File: config.mk
export PLATFORM = sky130hd
export DESIGN_NAME = isometric_depth_order_sorter
export DESIGN_NICKNAME = d
export VERILOG_FILES = /design/src/sv/idos_pkg.sv /design/src/sv/idos_ram.sv /design/src/sv/isometric_depth_order_sorter.sv
export VERILOG_INCLUDE_DIRS = /design/src /design/src/sv
export SDC_FILE = /design/constraint.sdc
export NUM_CORES = 2
export LEC_CHECK = 0
export BUFFER_PORTS_ARGS = -buffer_cell sky130_fd_sc_hd__clkbuf_2
export CAP_MARGIN = 20
export CELL_PAD_IN_SITES_DETAIL_PLACEMENT = 0
export CELL_PAD_IN_SITES_GLOBAL_PLACEMENT = 1
export CORE_AREA = 8 8 466 468
export CTS_CLUSTER_SIZE = 28
export DETAILED_ROUTE_END_ITERATION = 8
export DIE_AREA = 0 0 474 476
export PLACE_DENSITY_LB_ADDON = 0.1
export SETUP_SLACK_MARGIN = 0.15
export SLEW_MARGIN = 5
export SYNTH_ARGS = -nofsm -noshare
export SYNTH_HDL_FRONTEND = slang
export SYNTH_SLANG_ARGS = --single-unit
File: constraint.sdc
create_clock -name clk -period 14.6 [get_ports clk]
set_input_delay 2.92 -clock clk [delete_from_list [all_inputs] [get_ports clk]]
set_output_delay 2.92 -clock clk [all_outputs]
set_load 0.005 [all_outputs]
File: src/sv/isometric_depth_order_sorter_macros.svh
// Assertion helpers for the depth-order sorter.
`ifndef ISOMETRIC_DEPTH_ORDER_SORTER_MACROS_SVH
`define ISOMETRIC_DEPTH_ORDER_SORTER_MACROS_SVH
`ifndef SYNTHESIS
`define IDOS_ASSERT_IMPL(lbl, clk, rst_n, ante, cons) \
	lbl: assert property (@(posedge clk) disable iff (!rst_n) (ante) |-> (cons)) \
		else $error("assertion failed");
`define IDOS_ASSERT_NEXT(lbl, clk, rst_n, ante, cons) \
	lbl: assert property (@(posedge clk) disable iff (!rst_n) (ante) |=> (cons)) \
		else $error("assertion failed");
`else
`define IDOS_ASSERT_IMPL(lbl, clk, rst_n, ante, cons)
`define IDOS_ASSERT_NEXT(lbl, clk, rst_n, ante, cons)
`endif
`endif

File: src/sv/idos_pkg.sv
package idos_pkg;
	localparam int MAX_ITEMS = 64;
	localparam int COORD_BITS = 16;
	localparam int TAG_BITS = 16;
	localparam int IDX_BITS = $clog2(MAX_ITEMS);
	localparam int CNT_BITS = $clog2(MAX_ITEMS + 1);
	localparam int ITEM_BITS = 2 * COORD_BITS + TAG_BITS;
	localparam int KEY_BITS = COORD_BITS + 1;
	localparam int ORD_BITS = KEY_BITS + COORD_BITS + IDX_BITS;

	typedef enum logic [1:0] {
		ST_LOAD,
		ST_SCAN,
		ST_DRAIN,
		ST_EMIT
	} state_t;

	// Total order: depth key, then x, then arrival index. Sign bits are flipped
	// so that an unsigned compare gives the signed order.
	function automatic logic [ORD_BITS-1:0] order_word(
		input logic [COORD_BITS-1:0] x,
		input logic [COORD_BITS-1:0] y,
		input logic [IDX_BITS-1:0] idx
	);
		logic [KEY_BITS-1:0] key;
		key = {y[COORD_BITS-1], y} - {x[COORD_BITS-1], x};
		return {~key[KEY_BITS-1], key[KEY_BITS-2:0], ~x[COORD_BITS-1],
			x[COORD_BITS-2:0], idx};
	endfunction
endpackage

File: src/sv/idos_ram.sv
module idos_ram #(
	parameter int WIDTH = 8,
	parameter int DEPTH = 16
) (
	input  logic                     clk,
	input  logic                     we,
	input  logic [$clog2(DEPTH)-1:0] waddr,
	input  logic [WIDTH-1:0]         wdata,
	input  logic                     re,
	input  logic [$clog2(DEPTH)-1:0] raddr,
	output logic [WIDTH-1:0]         rdata
);
	logic [WIDTH-1:0] mem [DEPTH];

	always_ff @(posedge clk) begin
		if (we) begin
			mem[waddr] <= wdata;
		end
		if (re) begin
			rdata <= mem[raddr];
		end
	end
endmodule

File: src/sv/isometric_depth_order_sorter.sv
// Load: one beat per cycle while in the load state, into a 64-entry item memory.
// Sort: for a batch of n items, each result comes from a scan of the memory
// for the next smallest item, a pipeline drain and an emit that waits while
// the output is stalled. Each scan reads through the memory's single read
// port. Reset clears count, flags and FSM; the memory is not cleared.
`include "isometric_depth_order_sorter_macros.svh"
module isometric_depth_order_sorter (
	input  logic        clk,
	input  logic        arst_n,
	input  logic        s_tvalid,
	output logic        s_tready,
	input  logic [47:0] s_tdata,  // pos_x, pos_y, item_tag
	input  logic        s_tlast,
	output logic        m_tvalid,
	input  logic        m_tready,
	output logic [47:0] m_tdata,  // out_x, out_y, out_tag
	output logic        m_tlast,
	output logic        m_tuser   // overflow
);
	localparam int CB = idos_pkg::COORD_BITS;
	localparam int IB = idos_pkg::IDX_BITS;
	localparam int NB = idos_pkg::CNT_BITS;
	localparam int OB = idos_pkg::ORD_BITS;
	localparam int WB = idos_pkg::ITEM_BITS;

	idos_pkg::state_t state_q, state_d;
	logic [NB-1:0] count_q;
	logic          ovf_q;
	logic [IB-1:0] scan_q;
	logic [NB-1:0] rank_q;
	logic          first_q;
	logic [OB-1:0] prev_q;
	logic [OB-1:0] best_q;
	logic [WB-1:0] best_data_q;
	logic          found_q;
	logic          valid_s1;
	logic [IB-1:0] idx_s1;
	logic [WB-1:0] rdata;
	logic [OB-1:0] cand;
	logic          take;
	logic          in_acc;
	logic          can_store;
	logic          rd_en;
	logic          emit_go;
	logic          last_rank;
	logic          scan_end;

	assign in_acc = s_tvalid && s_tready;
	assign can_store = count_q < NB'(idos_pkg::MAX_ITEMS);
	assign scan_end = ({1'b0, scan_q} + NB'(1)) == count_q;
	assign last_rank = (rank_q + NB'(1)) == count_q;

	idos_ram #(.WIDTH(WB), .DEPTH(idos_pkg::MAX_ITEMS)) u_ram (
		.clk   (clk),
		.we    (in_acc && can_store),
		.waddr (count_q[IB-1:0]),
		.wdata (s_tdata[WB-1:0]),
		.re    (rd_en),
		.raddr (scan_q),
		.rdata (rdata)
	);

	always_comb begin
		state_d = state_q;
		unique case (state_q)
			idos_pkg::ST_LOAD:  if (in_acc && s_tlast) state_d = idos_pkg::ST_SCAN;
			idos_pkg::ST_SCAN:  if (scan_end) state_d = idos_pkg::ST_DRAIN;
			idos_pkg::ST_DRAIN: state_d = idos_pkg::ST_EMIT;
			idos_pkg::ST_EMIT: begin
				if (emit_go) state_d = last_rank ? idos_pkg::ST_LOAD : idos_pkg::ST_SCAN;
			end
			default: state_d = idos_pkg::ST_LOAD;
		endcase
	end

	always_comb begin
		s_tready = 1'b0;
		rd_en = 1'b0;
		emit_go = 1'b0;
		unique case (state_q)
			idos_pkg::ST_LOAD: s_tready = 1'b1;
			idos_pkg::ST_SCAN: rd_en = 1'b1;
			idos_pkg::ST_DRAIN: ;
			idos_pkg::ST_EMIT: emit_go = !m_tvalid || m_tready;
			default: ;
		endcase
	end

	assign cand = idos_pkg::order_word(rdata[CB-1:0], rdata[2*CB-1:CB], idx_s1);
	assign take = valid_s1 && (first_q || cand > prev_q) && (!found_q || cand < best_q);

	always_ff @(posedge clk or negedge arst_n) begin
		if (!arst_n) begin
			state_q <= idos_pkg::ST_LOAD;
			count_q <= '0;
			ovf_q <= 1'b0;
			scan_q <= '0;
			rank_q <= '0;
			first_q <= 1'b1;
			found_q <= 1'b0;
			valid_s1 <= 1'b0;
			m_tvalid <= 1'b0;
		end else begin
			state_q <= state_d;
			valid_s1 <= rd_en;
			if (in_acc) begin
				if (can_store) count_q <= count_q + NB'(1);
				else ovf_q <= 1'b1;
			end
			if (rd_en) scan_q <= scan_end ? '0 : scan_q + IB'(1);
			if (take) found_q <= 1'b1;
			if (emit_go) m_tvalid <= 1'b1;
			else if (m_tvalid && m_tready) m_tvalid <= 1'b0;
			if (emit_go) begin
				found_q <= 1'b0;
				first_q <= last_rank;
				if (last_rank) begin
					rank_q <= '0;
					count_q <= '0;
					ovf_q <= 1'b0;
				end else begin
					rank_q <= rank_q + NB'(1);
				end
			end
		end
	end

	always_ff @(posedge clk) begin
		idx_s1 <= scan_q;
		if (take) begin
			best_q <= cand;
			best_data_q <= rdata;
		end
		if (emit_go) begin
			prev_q <= best_q;
			m_tdata <= best_data_q;
			m_tlast <= last_rank;
			m_tuser <= ovf_q;
		end
	end

	`IDOS_ASSERT_IMPL(a_count_cap, clk, arst_n, 1'b1, count_q <= NB'(idos_pkg::MAX_ITEMS))
	`IDOS_ASSERT_IMPL(a_emit_found, clk, arst_n, emit_go, found_q)
	`IDOS_ASSERT_IMPL(a_rank_range, clk, arst_n, state_q != idos_pkg::ST_LOAD, rank_q < count_q)
	`IDOS_ASSERT_NEXT(a_batch_reset, clk, arst_n, emit_go && last_rank, count_q == '0 && !ovf_q)
endmodule
==> impl_results.md <==
- Clock latency on the worst-skew pair: 0.96 ns
- Final core occ: 0.6758
- Layout Area Growth over Synthesis: 11.92%
- Seq cells post-synth: 3299
- Final Cell Area: 142200 um^2
- Worst-path fanout max: 32
- Clock Skews: 0.05758 ns
- Leak pwr: 45.15 nW
- TritonRoute pass-1 iters: 6
- Site Rows: 169
- Number of max-cap violations: 0
- Worst Reg-to-Reg Cells: 16
- Number of setup violations in the final report: 0
- Layout Nets: 6210
- Sw frac: 0.3000
- GRT Util Overall: 0.2985
- First-pass GRT wire length: 472700 um
- Fillers: 13050
- DRC violations left: 0
- Switch Pwr: 8.037 mW
- Sequential power share: 0.422
- Crit end category: flip-flop
- Seq/Total Area, Yosys: 0.7783
- H-Tree Depth: 5
- Most frequent cell after synthesis: edfxtp_1
- CTS-repair resized insts: 0
- Clock-pin slew on the worst setup and hold paths: 0.06 ns
- WL/cell: 36.97 um
- Post-DRT Antenna Nets: 0
- Area of the mapped netlist: 127000 um^2
- Initial Utilization: 0.6038
- Total die area: 225600 um^2
- Yosys top cell area share: 0.7720
- CTS tree: yes
- Power Density: 188.4 nW/um^2
- Largest net degree at the start of global routing: 129
- Final Hold Viols: 0
- Placed Cells: 8533
- RR Endpoint: best_data_q[40]
- Clock Path Buffers: 4
- Worst path arrival time: 6.40 ns
- Core ar.: 210400 um^2
- Drt total wl: 337500 um
- Via/cell ratio: 6.880
- Critical Path Start Type: input port
- Post-synth top cells: edfxtp_1 (3266), mux4_2 (762), mux2i_1 (222)
- IO Pins: 105
- Setup tns final: 0 ns
- Worst Tran Pin Value: 1.205 ns
- Sequential Area: 98890 um^2
- Outcome: completed
- Yosys cell types: 66
- Worst slew margin: 0.1967
- Die Span Y: 476 um
- Post-synth ARST share: 0.008184
- Multi-input logic area: 26740 um^2
- Slew Limit Fails: 0
- Predominant post-synthesis flop cell: edfxtp_1
- Synth area leader: edfxtp_1
- DP Area: 131700 um^2
- Dpl ws: 7.627 ns
- Final GP Congestion: 0.8414
- Largest cells by area after synthesis: edfxtp_1 (77%), mux4_2 (14%), mux2i_1 (1.7%)
- First DRT Iteration DRCs: 9176
- Num CTS Buffers: 339
- Clock root cell: clkbuf_16
- Yosys Warn Count: 0
- Unrepaired setup endpoints after global routing: no
- Clk pwr share: 0.308
- Tmin final: 5.837 ns
- Final HPWL DP: 187300 um
- Comb pwr share: 0.270
- Post-Layout Cell Count: 9129
- WHS Path Cells: 0
- Fraction of final layout cells sized beyond drive strength 1: 0.2512
- Post-synth EDFFs: 3266
- Worst Setup Slack, final: 8.763 ns
- Via count: 62810
- FF-to-FF setup slack: 8.81 ns
- Syn avg cell area: 22.19 um^2
- Initial antenna violation count: 22
- Die width: 474 um
- Setup Fix Bufs, Post-CTS: 0
- Cell count after synthesis: 5724
- PortBufs: 104
- Hold_sp: best_data_q[27]
- Grt ovf: 0
- Final Cycle Share: 0.3998
- CP required: 15.17 ns
- Hold Buf Count CTS: 0
- Total power: 26.79 mW
- Worst Hold End: m_tdata[27]
- Vias in the first global route: 61900
- Hold WS: 0.4147 ns
- Worst R2R Start: u_ram.rdata[1]
- Syn_nets: 5877
- Worst VDD drop: 0.0001630 V
- Kind of critical path: input port to flip-flop
- Hold WC Path Type: flip-flop to flip-flop
- Peak Freq: 171.3 MHz
- P_int: 18.75 mW
- Clk sinks: 3299
==> cells by family after synthesis <==
| logic type | synth area share |
|---|---|
| flip-flops | 0.7783 |
| adder cells (fa/ha/maj) | 0.009909 |
| AND/OR/NAND/NOR | 0.01290 |
| buffers and inverters | 0.01547 |
| multiplexers | 0.1527 |
| XOR/XNOR | 0.002384 |
| AO/OA/AOI/OAI | 0.02835 |
==> registers in the layout (all words and copies together), names as in the netlist, 6 cells and up <==
register and flops:
u_ram.mem 3072, rank_q 7, u_ram.rdata 48, m_tdata 48
idx_s1 6, best_q 39, best_data_q 33, prev_q 24
count_q 7, scan_q 6
==> final cells by class <==
type	instances	area share
Antenna cell	7	0.0001232
Clock buffer	425	0.06312
Clock inverter	160	0.009918
Inverter	115	0.003080
Multi-Input combinational cell	2009	0.1881
Sequential cell	3299	0.6956
Tap cell	2821	0.02483
Timing Repair Buffer	293	0.01533
==> how the worst max path moves through the flow <==
stage                     slack [ns]                end           start
final                           8.76  u_ram.mem[56][23]        s_tvalid
after global routing            8.51    best_data_q[40]  u_ram.rdata[1]
after CTS                       8.63  u_ram.mem[39][24]        s_tvalid
after detailed placement        7.63  u_ram.mem[39][17]        s_tvalid
after global placement          7.74  u_ram.mem[63][14]        s_tvalid
after floorplan                 8.32   u_ram.mem[62][0]        s_tvalid
==> cell usage in the layout, fill, tap and decap left out, types with 72 or more instances in the layout <==
cell type  netlist  final
clkbuf_2         0    104
buf_4           64    168
mux4_2         762    762
o221ai_1       128    128
clkinv_1         0     72
ha_1            99     98
edfxtp_1      3266   3266
inv_1          112    111
nand2_1        113    110
clkbuf_16        0    345
o22ai_1        130    130
clkbuf_1       104     76
mux2i_1        222    222
a21oi_1        119    119
==> per-layer routing <==
layer  vias up  GRT usage  part of all wire
li1      24900          -                 -
met1     33680     0.4340              0.39
met2      3702     0.4612              0.47
met3       524    0.06732              0.11
met4         8    0.09614             0.033
met5         -          0           0.00015
==> power groups by stage <==
stage,clock (mW),combinational [mW],sequential [mW]
floorplan,0,4.94,11.3
global placement,0,7.20,11.5
detailed placement,0,7.23,11.5
CTS,8.33,7.26,11.3
global route,8.68,7.67,11.3
finish,8.24,7.24,11.3
==> worst max-delay path, cell delays in order <==
cell,delay [ns]
clkbuf_2,0.15
and3b_1,0.53
nor2b_1,0.32
nand2_1,0.65
nor2_4,0.79
buf_4,0.89
(Power assumes the default switching activity.)
